`config.mk`:
```
export PLATFORM = sky130hd
export DESIGN_NAME = cigar_affine_score_percent
export DESIGN_NICKNAME = d
export VERILOG_FILES = /design/src/sv/casp_pkg.sv /design/src/sv/casp_cfg.sv /design/src/sv/casp_div.sv /design/src/sv/cigar_affine_score_percent.sv
export SDC_FILE = /design/constraint.sdc
export NUM_CORES = 2
export LEC_CHECK = 0
export BUFFER_PORTS_ARGS = -buffer_cell sky130_fd_sc_hd__buf_2
export CORE_MARGIN = 2
export CORE_UTILIZATION = 35
export DETAILED_ROUTE_END_ITERATION = 8
export PLACE_DENSITY_LB_ADDON = 0.1
export SYNTH_ARGS = -nofsm -noshare
export SYNTH_HDL_FRONTEND = slang
export SYNTH_SLANG_ARGS = --single-unit
export TNS_END_PERCENT = 30
```
`constraint.sdc`:
```
create_clock -name clk -period 8.1 [get_ports clk]
set_input_delay 1.62 -clock clk [delete_from_list [all_inputs] [get_ports clk]]
set_output_delay 1.62 -clock clk [all_outputs]
set_load 0.05 [all_outputs]
```
`src/sv/casp_pkg.sv`:
```
// Shared types and constants for the CIGAR affine-gap score block.
// Used by the configuration registers, the shared divider and the top level.
`timescale 1ns / 1ps

package casp_pkg;

	localparam int LENGTH_BITS_DEF       = 16;
	localparam int PERCENT_FRAC_BITS_DEF = 8;

	localparam int PERCENT_SCALE = 100;

	localparam logic [2:0] OP_MATCH    = 3'd0;
	localparam logic [2:0] OP_MISMATCH = 3'd1;
	localparam logic [2:0] OP_INSERT   = 3'd2;
	localparam logic [2:0] OP_DELETE   = 3'd3;
	localparam logic [2:0] OP_SOFTCLIP = 3'd4;

	localparam logic [1:0] REG_MATCH_AWARD      = 2'd0;
	localparam logic [1:0] REG_MISMATCH_PENALTY = 2'd1;
	localparam logic [1:0] REG_GAP_OPEN         = 2'd2;
	localparam logic [1:0] REG_GAP_EXTEND       = 2'd3;

	localparam logic [7:0] MATCH_AWARD_RST      = 8'd1;
	localparam logic [7:0] MISMATCH_PENALTY_RST = 8'd4;
	localparam logic [7:0] GAP_OPEN_RST         = 8'd6;
	localparam logic [7:0] GAP_EXTEND_RST       = 8'd1;

	localparam logic [5:0] DIV_NARROW_BITS = 6'd16;
	localparam logic [5:0] DIV_WIDE_BITS   = 6'd32;

	typedef struct packed {
		logic [2:0]  op_kind;
		logic [15:0] op_length;
		logic        node_end;
		logic        read_end;
		logic [15:0] read_length;
	} casp_in_t;

	typedef struct packed {
		logic [15:0] node_percent;
		logic        node_fault;
		logic        read_done;
		logic [31:0] read_percent_q8;
		logic        read_fault;
	} casp_out_t;

	typedef struct packed {
		logic [7:0] match_award;
		logic [7:0] mismatch_penalty;
		logic [7:0] gap_open_penalty;
		logic [7:0] gap_extend_penalty;
	} casp_cfg_t;

	typedef struct packed {
		logic start;
		logic wide;
	} casp_div_req_t;

	typedef struct packed {
		logic done;
		logic sat;
	} casp_div_rsp_t;

endpackage

```
`src/sv/casp_cfg.sv`:
```
// APB-style register file holding the four scoring weights.
// Depends on casp_pkg for register indexes, reset values and the weight struct.
`timescale 1ns / 1ps

module casp_cfg (
	input  logic                 clk,
	input  logic                 arst_n,
	input  logic                 psel,
	input  logic                 penable,
	input  logic                 pwrite,
	input  logic [3:0]           paddr,
	input  logic [31:0]          pwdata,
	output logic [31:0]          prdata,
	output logic                 pready,
	output casp_pkg::casp_cfg_t  cfg
);
	import casp_pkg::*;

	casp_cfg_t cfg_q;
	logic      wr_en;

	assign pready = 1'b1;
	assign wr_en  = psel && penable && pwrite;
	assign cfg    = cfg_q;

	always_ff @(posedge clk or negedge arst_n) begin
		if (!arst_n) begin
			cfg_q.match_award        <= MATCH_AWARD_RST;
			cfg_q.mismatch_penalty   <= MISMATCH_PENALTY_RST;
			cfg_q.gap_open_penalty   <= GAP_OPEN_RST;
			cfg_q.gap_extend_penalty <= GAP_EXTEND_RST;
		end else if (wr_en) begin
			case (paddr[3:2])
				REG_MATCH_AWARD:      cfg_q.match_award        <= pwdata[7:0];
				REG_MISMATCH_PENALTY: cfg_q.mismatch_penalty   <= pwdata[7:0];
				REG_GAP_OPEN:         cfg_q.gap_open_penalty   <= pwdata[7:0];
				REG_GAP_EXTEND:       cfg_q.gap_extend_penalty <= pwdata[7:0];
				default: ;
			endcase
		end
	end

	always_comb begin
		case (paddr[3:2])
			REG_MATCH_AWARD:      prdata = {24'd0, cfg_q.match_award};
			REG_MISMATCH_PENALTY: prdata = {24'd0, cfg_q.mismatch_penalty};
			REG_GAP_OPEN:         prdata = {24'd0, cfg_q.gap_open_penalty};
			REG_GAP_EXTEND:       prdata = {24'd0, cfg_q.gap_extend_penalty};
			default:              prdata = 32'd0;
		endcase
	end

endmodule

```
`src/sv/casp_div.sv`:
```
// Shared restoring radix-2 divider, one quotient bit per cycle, 16 or 32 quotient bits.
// A quotient that would not fit is flagged as saturated. Depends on casp_pkg.
`timescale 1ns / 1ps

module casp_div #(
	parameter int NUM_W = 47
) (
	input  logic                     clk,
	input  logic                     arst_n,
	input  casp_pkg::casp_div_req_t  req,
	input  logic [NUM_W-1:0]         num,
	input  logic [31:0]              den,
	output casp_pkg::casp_div_rsp_t  rsp,
	output logic [31:0]              quo
);
	import casp_pkg::*;

	logic             busy_q;
	logic             done_q;
	logic             sat_q;
	logic [5:0]       cnt_q;
	logic [31:0]      rem_q;
	logic [31:0]      sh_q;
	logic [NUM_W-1:0] hi;
	logic             over;
	logic [32:0]      trial;
	logic [32:0]      diff;
	logic             fits;

	assign hi    = req.wide ? (num >> DIV_WIDE_BITS) : (num >> DIV_NARROW_BITS);
	assign over  = hi >= NUM_W'(den);
	assign trial = {rem_q, sh_q[31]};
	assign diff  = trial - {1'b0, den};
	assign fits  = trial >= {1'b0, den};

	assign rsp.done = done_q;
	assign rsp.sat  = sat_q;
	assign quo      = sh_q;

	always_ff @(posedge clk or negedge arst_n) begin
		if (!arst_n) begin
			busy_q <= 1'b0;
			done_q <= 1'b0;
			sat_q  <= 1'b0;
			cnt_q  <= 6'd0;
		end else begin
			done_q <= (req.start && over) || (!req.start && busy_q && (cnt_q == 6'd1));
			if (req.start) begin
				sat_q <= over;
				if (!over) begin
					busy_q <= 1'b1;
					cnt_q  <= req.wide ? DIV_WIDE_BITS : DIV_NARROW_BITS;
				end
			end else if (busy_q) begin
				cnt_q <= cnt_q - 6'd1;
				if (cnt_q == 6'd1) begin
					busy_q <= 1'b0;
				end
			end
		end
	end

	always_ff @(posedge clk) begin
		if (req.start) begin
			rem_q <= hi[31:0];
			sh_q  <= req.wide ? num[31:0] : {num[15:0], 16'd0};
		end else if (busy_q) begin
			rem_q <= fits ? diff[31:0] : trial[31:0];
			sh_q  <= {sh_q[30:0], fits};
		end
	end

	a_start_idle: assert property (@(posedge clk) disable iff (!arst_n)
		req.start |-> !busy_q)
		else $error("divider started while busy");

	a_start_progress: assert property (@(posedge clk) disable iff (!arst_n)
		req.start |=> busy_q || done_q)
		else $error("divider start neither ran nor finished");

	a_done_not_busy: assert property (@(posedge clk) disable iff (!arst_n)
		rsp.done |-> !busy_q && cnt_q <= DIV_WIDE_BITS)
		else $error("divider done while still iterating");

endmodule

```
`src/sv/cigar_affine_score_percent.sv`:
```
// Affine-gap alignment score of CIGAR elements, reported as a percent per node and per read.
// Elements arrive on the item channel (item_valid, item_stall, item); a transfer takes
// place at a rising edge with valid high and stall low. Each element that ends a node or a
// read yields one transfer on the result channel (result_valid, result_stall, result);
// other elements yield none. Scoring weights sit in four 8-bit registers on the APB
// port at byte addresses 0, 4, 8 and 12 (match, mismatch, gap open, gap extend).
// The block works on one element at a time and holds item_stall high meanwhile.
// An element that does not end a node passes through a multiply and an accumulate step.
// A node end adds a division with a 16-bit quotient on the shared radix-2 divider; an
// empty or fully clipped node skips the divider. A read end adds a division with a
// 32-bit quotient, skipped when the read is faulted. A saturating quotient leaves
// the division without iterating.
// A finished result waits in an output register while the next element is taken; if
// result_stall is still high when the following result is ready, the block holds there.
// Reset clears all scores, lengths and clip totals and loads the default weights.
// Depends on casp_pkg, casp_cfg and casp_div.
`timescale 1ns / 1ps

module cigar_affine_score_percent #(
	parameter int LENGTH_BITS       = casp_pkg::LENGTH_BITS_DEF,
	parameter int PERCENT_FRAC_BITS = casp_pkg::PERCENT_FRAC_BITS_DEF
) (
	input  logic                clk,
	input  logic                arst_n,
	input  logic                item_valid,
	output logic                item_stall,
	input  casp_pkg::casp_in_t  item,
	output logic                result_valid,
	input  logic                result_stall,
	output casp_pkg::casp_out_t result,
	input  logic                psel,
	input  logic                penable,
	input  logic                pwrite,
	input  logic [3:0]          paddr,
	input  logic [31:0]         pwdata,
	output logic [31:0]         prdata,
	output logic                pready
);
	import casp_pkg::*;

	localparam int         LenW    = (LENGTH_BITS < 16) ? LENGTH_BITS : 16;
	localparam logic [15:0] LenMask = 16'((33'd1 << LenW) - 33'd1);
	localparam int         NumW    = 39 + PERCENT_FRAC_BITS;

	typedef enum logic [2:0] {
		ST_IDLE, ST_MUL, ST_ACC, ST_NODE, ST_NODE_DIV, ST_READ, ST_READ_DIV, ST_OUT
	} state_t;

	state_t        state_q;
	casp_cfg_t     cfg;
	casp_in_t      item_q;
	logic [23:0]   prod_q;
	logic [31:0]   score_q;
	logic [31:0]   len_acc_q;
	logic [31:0]   clip_acc_q;
	logic [31:0]   rscore_q;
	logic [31:0]   rclip_q;
	casp_out_t     res_q;
	casp_out_t     result_q;
	logic          result_valid_q;
	logic          div_start_q;
	logic          div_wide_q;
	logic [NumW-1:0] div_num_q;
	logic [31:0]   div_den_q;
	casp_div_req_t div_req;
	casp_div_rsp_t div_rsp;
	logic [31:0]   div_quo;

	logic          is_gap;
	logic          is_neg;
	logic [7:0]    fac_a;
	logic [15:0]   fac_b;
	logic [24:0]   mag;
	logic [32:0]   sum;
	logic [31:0]   score_sat;
	logic [30:0]   score_pos;
	logic [32:0]   len_sum;
	logic [32:0]   clip_sum;
	logic [32:0]   rscore_sum;
	logic [32:0]   rclip_sum;
	logic          node_empty;
	logic          node_all_clip;
	logic          read_short;
	logic          out_free;
	logic          accept;
	logic          node_close;

	casp_cfg u_cfg (
		.clk     (clk),
		.arst_n  (arst_n),
		.psel    (psel),
		.penable (penable),
		.pwrite  (pwrite),
		.paddr   (paddr),
		.pwdata  (pwdata),
		.prdata  (prdata),
		.pready  (pready),
		.cfg     (cfg)
	);

	assign div_req.start = div_start_q;
	assign div_req.wide  = div_wide_q;

	casp_div #(
		.NUM_W (NumW)
	) u_div (
		.clk    (clk),
		.arst_n (arst_n),
		.req    (div_req),
		.num    (div_num_q),
		.den    (div_den_q),
		.rsp    (div_rsp),
		.quo    (div_quo)
	);

	assign item_stall   = (state_q != ST_IDLE);
	assign accept       = item_valid && !item_stall;
	assign result_valid = result_valid_q;
	assign result       = result_q;
	assign out_free     = !result_valid_q || !result_stall;
	assign node_close   = item_q.node_end || item_q.read_end;

	always_comb begin
		is_gap = (item_q.op_kind == OP_INSERT) || (item_q.op_kind == OP_DELETE);
		is_neg = is_gap || (item_q.op_kind == OP_MISMATCH);
		case (item_q.op_kind)
			OP_MATCH:    fac_a = cfg.match_award;
			OP_MISMATCH: fac_a = cfg.mismatch_penalty;
			OP_INSERT:   fac_a = cfg.gap_extend_penalty;
			OP_DELETE:   fac_a = cfg.gap_extend_penalty;
			default:     fac_a = 8'd0;
		endcase
		if (is_gap) begin
			fac_b = (item_q.op_length == 16'd0) ? 16'd0 : item_q.op_length - 16'd1;
		end else begin
			fac_b = item_q.op_length;
		end
	end

	always_comb begin
		mag = {1'b0, prod_q} + (is_gap ? {17'd0, cfg.gap_open_penalty} : 25'd0);
		if (is_neg) begin
			sum = {score_q[31], score_q} - {8'd0, mag};
		end else begin
			sum = {score_q[31], score_q} + {8'd0, mag};
		end
		if (sum[32] != sum[31]) begin
			score_sat = sum[32] ? 32'h8000_0000 : 32'h7FFF_FFFF;
		end else begin
			score_sat = sum[31:0];
		end
		score_pos     = score_q[31] ? 31'd0 : score_q[30:0];
		len_sum       = {1'b0, len_acc_q} + {17'd0, item_q.op_length};
		clip_sum      = {1'b0, clip_acc_q} + {17'd0, item_q.op_length};
		rscore_sum    = {1'b0, rscore_q} + {2'd0, score_pos};
		rclip_sum     = {1'b0, rclip_q} + {1'b0, clip_acc_q};
		node_empty    = (len_acc_q == 32'd0);
		node_all_clip = (clip_acc_q >= len_acc_q);
		read_short    = ({16'd0, item_q.read_length} <= rclip_q);
	end

	always_ff @(posedge clk or negedge arst_n) begin
		if (!arst_n) begin
			state_q        <= ST_IDLE;
			result_valid_q <= 1'b0;
			div_start_q    <= 1'b0;
			div_wide_q     <= 1'b0;
			score_q        <= 32'd0;
			len_acc_q      <= 32'd0;
			clip_acc_q     <= 32'd0;
			rscore_q       <= 32'd0;
			rclip_q        <= 32'd0;
		end else begin
			div_start_q <= ((state_q == ST_NODE) && !node_empty && !node_all_clip)
				|| ((state_q == ST_READ) && !read_short);
			if ((state_q == ST_OUT) && out_free) begin
				result_valid_q <= 1'b1;
			end else if (result_valid_q && !result_stall) begin
				result_valid_q <= 1'b0;
			end
			case (state_q)
				ST_IDLE: begin
					if (accept) begin
						state_q <= ST_MUL;
					end
				end
				ST_MUL: begin
					state_q <= ST_ACC;
				end
				ST_ACC: begin
					score_q   <= score_sat;
					len_acc_q <= len_sum[32] ? 32'hFFFF_FFFF : len_sum[31:0];
					if (item_q.op_kind == OP_SOFTCLIP) begin
						clip_acc_q <= clip_sum[32] ? 32'hFFFF_FFFF : clip_sum[31:0];
					end
					state_q <= node_close ? ST_NODE : ST_IDLE;
				end
				ST_NODE: begin
					rscore_q   <= rscore_sum[32] ? 32'hFFFF_FFFF : rscore_sum[31:0];
					rclip_q    <= rclip_sum[32] ? 32'hFFFF_FFFF : rclip_sum[31:0];
					score_q    <= 32'd0;
					len_acc_q  <= 32'd0;
					clip_acc_q <= 32'd0;
					if (!node_empty && !node_all_clip) begin
						div_wide_q <= 1'b0;
						state_q    <= ST_NODE_DIV;
					end else begin
						state_q <= item_q.read_end ? ST_READ : ST_OUT;
					end
				end
				ST_NODE_DIV: begin
					if (div_rsp.done) begin
						state_q <= item_q.read_end ? ST_READ : ST_OUT;
					end
				end
				ST_READ: begin
					rscore_q <= 32'd0;
					rclip_q  <= 32'd0;
					if (read_short) begin
						state_q <= ST_OUT;
					end else begin
						div_wide_q <= 1'b1;
						state_q    <= ST_READ_DIV;
					end
				end
				ST_READ_DIV: begin
					if (div_rsp.done) begin
						state_q <= ST_OUT;
					end
				end
				ST_OUT: begin
					if (out_free) begin
						state_q <= ST_IDLE;
					end
				end
				default: begin
					state_q <= ST_IDLE;
				end
			endcase
		end
	end

	always_ff @(posedge clk) begin
		if (accept) begin
			item_q.op_kind     <= item.op_kind;
			item_q.op_length   <= item.op_length & LenMask;
			item_q.node_end    <= item.node_end;
			item_q.read_end    <= item.read_end;
			item_q.read_length <= item.read_length & LenMask;
		end
		if (state_q == ST_MUL) begin
			prod_q <= 24'(fac_a) * 24'(fac_b);
		end
		if (state_q == ST_NODE) begin
			res_q.node_percent    <= 16'd0;
			res_q.node_fault      <= !node_empty && node_all_clip;
			res_q.read_done       <= item_q.read_end;
			res_q.read_percent_q8 <= 32'd0;
			res_q.read_fault      <= 1'b0;
			div_num_q             <= NumW'(score_pos) * NumW'(PERCENT_SCALE);
			div_den_q             <= len_acc_q - clip_acc_q;
		end
		if (state_q == ST_NODE_DIV && div_rsp.done) begin
			res_q.node_percent <= div_rsp.sat ? 16'hFFFF : div_quo[15:0];
		end
		if (state_q == ST_READ) begin
			res_q.read_fault <= read_short;
			div_num_q        <= (NumW'(rscore_q) * NumW'(PERCENT_SCALE)) << PERCENT_FRAC_BITS;
			div_den_q        <= {16'd0, item_q.read_length} - rclip_q;
		end
		if (state_q == ST_READ_DIV && div_rsp.done) begin
			res_q.read_percent_q8 <= div_rsp.sat ? 32'hFFFF_FFFF : div_quo;
		end
		if (state_q == ST_OUT && out_free) begin
			result_q <= res_q;
		end
	end

	a_node_only_clean: assert property (@(posedge clk) disable iff (!arst_n)
		result_valid && !result.read_done |-> result.read_percent_q8 == 32'd0 && !result.read_fault)
		else $error("read fields set on a node-only result");

	a_node_fault_zero: assert property (@(posedge clk) disable iff (!arst_n)
		result_valid && result.node_fault |-> result.node_percent == 16'd0)
		else $error("node percent nonzero on a faulted node");

	a_read_fault_zero: assert property (@(posedge clk) disable iff (!arst_n)
		result_valid && result.read_fault |-> result.read_percent_q8 == 32'd0 && result.read_done)
		else $error("read percent nonzero on a faulted read");

endmodule

```
* Word-level counts from Yosys, hierarchy flattened
Cells that the tools add are included.
** Operators by class
- Add/subtract/negate cells :: 12
- Equal/unequal tests :: 24
- $lt $le $gt $ge :: 4
- Muxes and demuxes :: 58
- Reduce and logical (&&, ||, !) cells :: 49
- Divide/modulo/power cells :: 0
- Shift operators :: 0
- Bitwise logic cells :: 0
- Multiply operators :: 3
** Operators with widths (count)
- two-way mux 32 bit :: 17
- case mux 32 bit (2 select lines) :: 5
- case mux 32 bit (4 select lines) :: 1
- two-way mux 47 bit :: 2
- adder 32 x 16 -> 33 bit :: 2
- two-way mux 16 bit :: 4
- subtractor 32 bit :: 2
- two-way mux 31 bit :: 2
- two-way mux 51 bit :: 1
- >= comparator 47 x 32 -> 1 bit :: 1
- multiplier 32 x 5 -> 37 bit, second input constant :: 1
- multiplier 31 x 5 -> 36 bit, second input constant :: 1
- adder 32 x 26 -> 33 bit :: 1
- adder 32 x 31 -> 33 bit :: 1
- adder 32 x 32 -> 33 bit :: 1
- >= comparator 33 x 32 -> 1 bit :: 1
- two-way mux 33 bit :: 1
- subtractor 32 x 26 -> 33 bit :: 1
- >= comparator 32 bit :: 1
- <= comparator 16 x 32 -> 1 bit :: 1
- logical NOT 32 bit :: 1
- subtractor 16 x 32 -> 32 bit :: 1
- adder 24 x 8 -> 25 bit :: 1
- multiplier 8 x 16 -> 24 bit :: 1
- 31 further kinds :: 99
** Word-level totals
- Latch bits :: 0
- RAM bits :: 0
- Flip-flop bits (word level) :: 511
- Output and inout bits :: 86
- Bits in read-only memories :: 0
- Memories :: 0

* Logic depth before layout (Yosys ltp)
- Depth after elaboration :: 9
- Gate-level depth with buffers :: 30
- Depth with buffers taken out :: 27

* By module
Synthesis repeated with hierarchy kept, for this count alone.
** Second synthesis, totals
- Cells, all modules :: 4852
- Area total of the unflattened synthesis :: 44759.2 um^2
** By module, submodules not included
- cigar_affine_score_percent :: area each 36670.2 um^2, cells each 4067, times used 1, seq. area each 11280.8 um^2
- casp_div :: area each 6457.4 um^2, cells each 678, times used 1, seq. area each 2147.1 um^2
- casp_cfg :: area each 1631.6 um^2, cells each 107, times used 1, seq. area each 807.0 um^2

* Worst setup path before layout
Ideal clock, no wire load.
- Path kind :: register -> register
- Start point :: register item_q[23] (netlist name)
- End point :: register prod_q[23], data pin
- Stages on the path, launching flop included :: 24
- Path slack :: 1260 ps
- Arrival time :: 6581 ps
- Buffers on the path :: 1
- Cell sequence :: edfxtp_1 -> or4_1 -> nor3_1 -> nand3_1 -> nor2_1 -> clkbuf_1 -> a21o_1 -> nor2_1 -> fa_1 -> inv_1 -> fa_1 -> inv_1 -> fa_1 -> fa_1 -> ha_1 -> a21boi_0 -> o21ai_0 -> a21oi_1 -> a41o_1 -> a2bb2oi_1 -> and4_1 -> a2111oi_0 -> a21oi_1 -> xnor2_1
** On the way
- Longest elaborated chain between the ends :: 4
** RTL lines
- from (decl) :: RTL line cigar_affine_score_percent.sv:51 : casp_in_t item_q;
- subtractor 16 x 1 -> 16 bit / logical NOT 16 bit (equally long branches) :: RTL line cigar_affine_score_percent.sv:134 : fac_b = (item_q.op_length == 16'd0) ? 16'd0 : item_q.op_length - 16'd1;
- two-way mux 16 bit :: RTL line cigar_affine_score_percent.sv:134
- two-way mux 16 bit (*) :: RTL line cigar_affine_score_percent.sv:133 : if (is_gap) begin
- multiplier 8 x 16 -> 24 bit (*) :: RTL line cigar_affine_score_percent.sv:252 : prod_q <= 24'(fac_a) * 24'(fac_b);
- to (signal assigned) :: RTL line cigar_affine_score_percent.sv:252
- to (decl) :: RTL line cigar_affine_score_percent.sv:52 : logic [23:0] prod_q;
Every way passes the cells marked *; elsewhere a longest branch is shown, timed or not.
A chain may end at the register's enable or synchronous reset.

* Worst setup path after layout
- Start point :: register item_q[22] (netlist name)
- End point :: register prod_q[23], data pin
The elaborated chain is that of the path after synthesis.

==> results.md <==
* Htree depth at 3
* Global-route wire length before repair at 199.7 mm
* Slew margin rel. at 19.22%
* Synth top area share at 20.21%
* Die area at 0.1285 sq mm
* Worst hold path type: flip-flop to flip-flop
* Most Crowded Layer GR: met2
* Post-CTS Setup Repair Bufs at 0
* Synth cell types at 95
* Number of synthesized flops with an enable pin at 296
* Clock transition at path regs at 0.06 ns
* Layout Cells excl Fill at 6570
* Flops & latches, synth at 511
* Hold Crit Depth at 0
* Clk sink count at 511
* Final hold violation count at 0
* P&R area growth vs syn at 10.70%
* Vias in the first global route at 34.05k
* Largest net degree at the start of global routing at 122
* # setup viols final at 0
* CTS resizes at 0
* CTS tree: built
* Remaining antenna violation count at 0
* Status: complete, no violations
* Fin area at 0.04869 sq mm
* Leading register cell type out of synthesis: edfxtp_1
* Syn. warnings at 0
* Crit path kind: flip-flop to flip-flop
* PD cells at 479.9 mW/mm^2
* VDD IR max at 0.0002277 V
* Synthesized area at 0.04398 sq mm
* Initial core utilization at 35.16%
* Placed cells at 6438
* Skew-Pair Late Insertion Delay at 0.69 ns
* Max-cap violations at 0
* Fin Setup TNS at 0 ns
* DR vias/cell at 5.190
* Hold path start: res_q[50]
* CP Launch Point: item_q[22]
* Die Y at 358.5 um
* Remaining DRCs at 0
* Area post-placement at 0.04635 sq mm
* Drt first pass iters at 7
* Worst Path Arrival at 7.87 ns
* Worst Skew at 0.04077 ns
* WL final at 126.6 mm
* Crit Path Max Fanout at 36
* Via count at 34.10k
* Reg2Reg Depth at 21
* Drt wl/cell at 19.26 um
* Actual slew at the worst max-slew pin at 1.207 ns
* 1st-iter DRT viols at 2075
* Cell count after synthesis at 4785
* Hold Slack at 0.4156 ns
* Ys async rst share at 40.51%
* Core footprint at 0.1251 sq mm
* Fraction of layout cells with a size suffix above 1 at 8.032%
* Final #Nets at 5578
* Routability cong. at 0.8675
* Final min period at 7.465 ns
* Grt met1 use at 28.07%
* Die width at 358.5 um
* Met3 GRT Util at 2.487%
* Fin. max-slew vios at 0
* Cell accounting for the most synthesized area: edfxtp_1
* Required @ worst endpoint at 8.50 ns
* Clk root buf: clkbuf_16
* Worst reg2reg path startpoint: item_q[22]
* CTS buffer count at 71
* Total gr overflow at 0
* Cts hold-fix bufs at 0
* IO Count at 166
* Setup crit end kind: flip-flop
* Largest cells by area after synthesis: edfxtp_1 20%, ha_1 14%, dfrtp_1 11%
* Startpoint class of the critical path: flip-flop
* Leakage Power at 22.25 nW
* Period utilization at 92.15%
* Post-Syn Area per Cell at 9.192 sq um
* Fmax at 134.0 MHz
* GR Util met2 at 31.78%
* DP Wirelength at 98.05 mm
* Clk buf depth at 3
* PortBufs at 114
* RSZ-0062 raised after global routing: no
* Antenna violations before repair at 2
* FP Rows at 130
* Seq/Total Area, Yosys at 32.36%
* GR Util All Layers at 19.94%
[critical path: stages (launching register included)]
cell,delay [ns]
edfxtp_1,0.55
or4_1,0.61
nor3_1,0.27
nand3_1,0.32
nor2_1,0.17
buf_4,0.33
or2_1,0.26
nor2_1,0.10
fa_1,0.59
fa_1,0.46
fa_1,0.52
fa_1,0.49
ha_1,0.37
or3_1,0.37
o21ai_0,0.08
a21oi_1,0.10
a41o_1,0.31
a2bb2oi_1,0.17
and4_1,0.22
a2111oi_0,0.58
a21oi_1,0.18
xnor2_1,0.15
[worst paths after layout]
check | to | slack, ns
min reg2reg | result[50] | 0.42
min in group asynchronous | len_acc_q[2] | 1.01
max in group asynchronous | rscore_q[0] | 5.87
max reg2reg | prod_q[23] | 0.64
min | result[50] | 0.42
max | prod_q[23] | 0.64
[registers in the layout (all words and copies together), names as in the netlist, 3 cells and up]
signal       count
u_div.rem_q     32
len_acc_q       32
state_q          3
clip_acc_q      32
res_q           51
rscore_q        32
u_div.cnt_q      6
u_div.quo       32
div_num_q       45
prod_q          24
rclip_q         32
item_q          37
score_q         32
div_den_q       32
u_cfg.cfg       32
result          51
[cell families after synthesis]
| group | count (synthesis) | share of synthesized area, % |
|---|---|---|
| AO/OA/AOI/OAI | 1241 | 17.76 |
| XOR/XNOR | 312 | 6.230 |
| adder cells (fa/ha/maj) | 668 | 21.32 |
| buffers and inverters | 714 | 6.364 |
| flip-flops | 511 | 32.36 |
| multiplexers | 82 | 2.227 |
| other | 2 | 0.01707 |
| AND/OR/NAND/NOR | 1255 | 13.72 |
[layout make-up]
class	instances	area, sq um
repair buffers	155	900.9
inverters	539	2026
clock buffers	97	2007
clock inverters	33	330.3
multi-input cells	3583	27120
diodes	2	5.005
fillers	12509	76390
flip-flops and latches	511	14240
well taps	1650	2064
[synth_stat cells (12+ instances only)]
| library cell | count |
|---|---|
| o21ai_0 | 218 |
| o22ai_1 | 26 |
| and2_1 | 20 |
| mux2i_1 | 27 |
| nand3_1 | 82 |
| xor2_1 | 138 |
| nand2_1 | 304 |
| nand2b_1 | 92 |
| a211o_1 | 18 |
| a21oi_1 | 385 |
| fa_1 | 146 |
| maj3_1 | 31 |
| xnor2_1 | 173 |
| clkbuf_1 | 140 |
| a22o_1 | 15 |
| buf_4 | 25 |
| inv_1 | 538 |
| edfxtp_1 | 296 |
| a21boi_0 | 12 |
| nor4_1 | 30 |
| a21o_1 | 149 |
| a31oi_1 | 111 |
| nand4_1 | 42 |
| nor2_1 | 393 |
| or3_1 | 44 |
| o21bai_1 | 26 |
| dfrtp_1 | 202 |
| a211oi_1 | 37 |
| nor2b_1 | 70 |
| o31ai_1 | 39 |
| o21ai_1 | 26 |
| and3_1 | 30 |
| nor3_1 | 68 |
| ha_1 | 491 |
| o21a_1 | 50 |
| o211ai_1 | 21 |
| or2_2 | 26 |
| mux2_2 | 47 |
[through the flow]
step                      setup slack [ns]  util (%)  power [mW]
final                               0.6355     38.93       23.37
after global routing                0.1753     38.92       25.71
after CTS                           0.6442     38.92       23.56
after detailed placement            0.6598     37.05       20.23
after global placement              0.6699     37.05       20.20
after floorplan                      1.260         -       16.18
[cells in the final DEF, fill, tap and decap left out, types with 146 or more instances in the layout]
master	netlist	routed
a21o_1	149	149
dfrtp_1	202	200
o21ai_0	218	218
xnor2_1	173	173
nor2_1	393	391
edfxtp_1	296	296
fa_1	146	146
nand2_1	304	303
a21oi_1	385	384
inv_1	538	536
ha_1	491	491
[report_power, final]
part	leakage, nW	switching, mW	internal (mW)
Combinational	15.6	9.18	6.03
Clock	1.13	1.30	1.85
Sequential	5.49	0.889	4.12
Total	22.3	11.4	12.0
[routing by layer]
layer | vias to the layer above | part of all wire [%] | routed length, um
li1 | 17099 | - | -
met1 | 16255 | 49 | 61440
met2 | 599 | 45 | 56600
met3 | 143 | 3.9 | 4881
met4 | 0 | 2.9 | 3633
met5 | - | 0 | 0
Note: power is estimated with default switching activity, not from simulation.
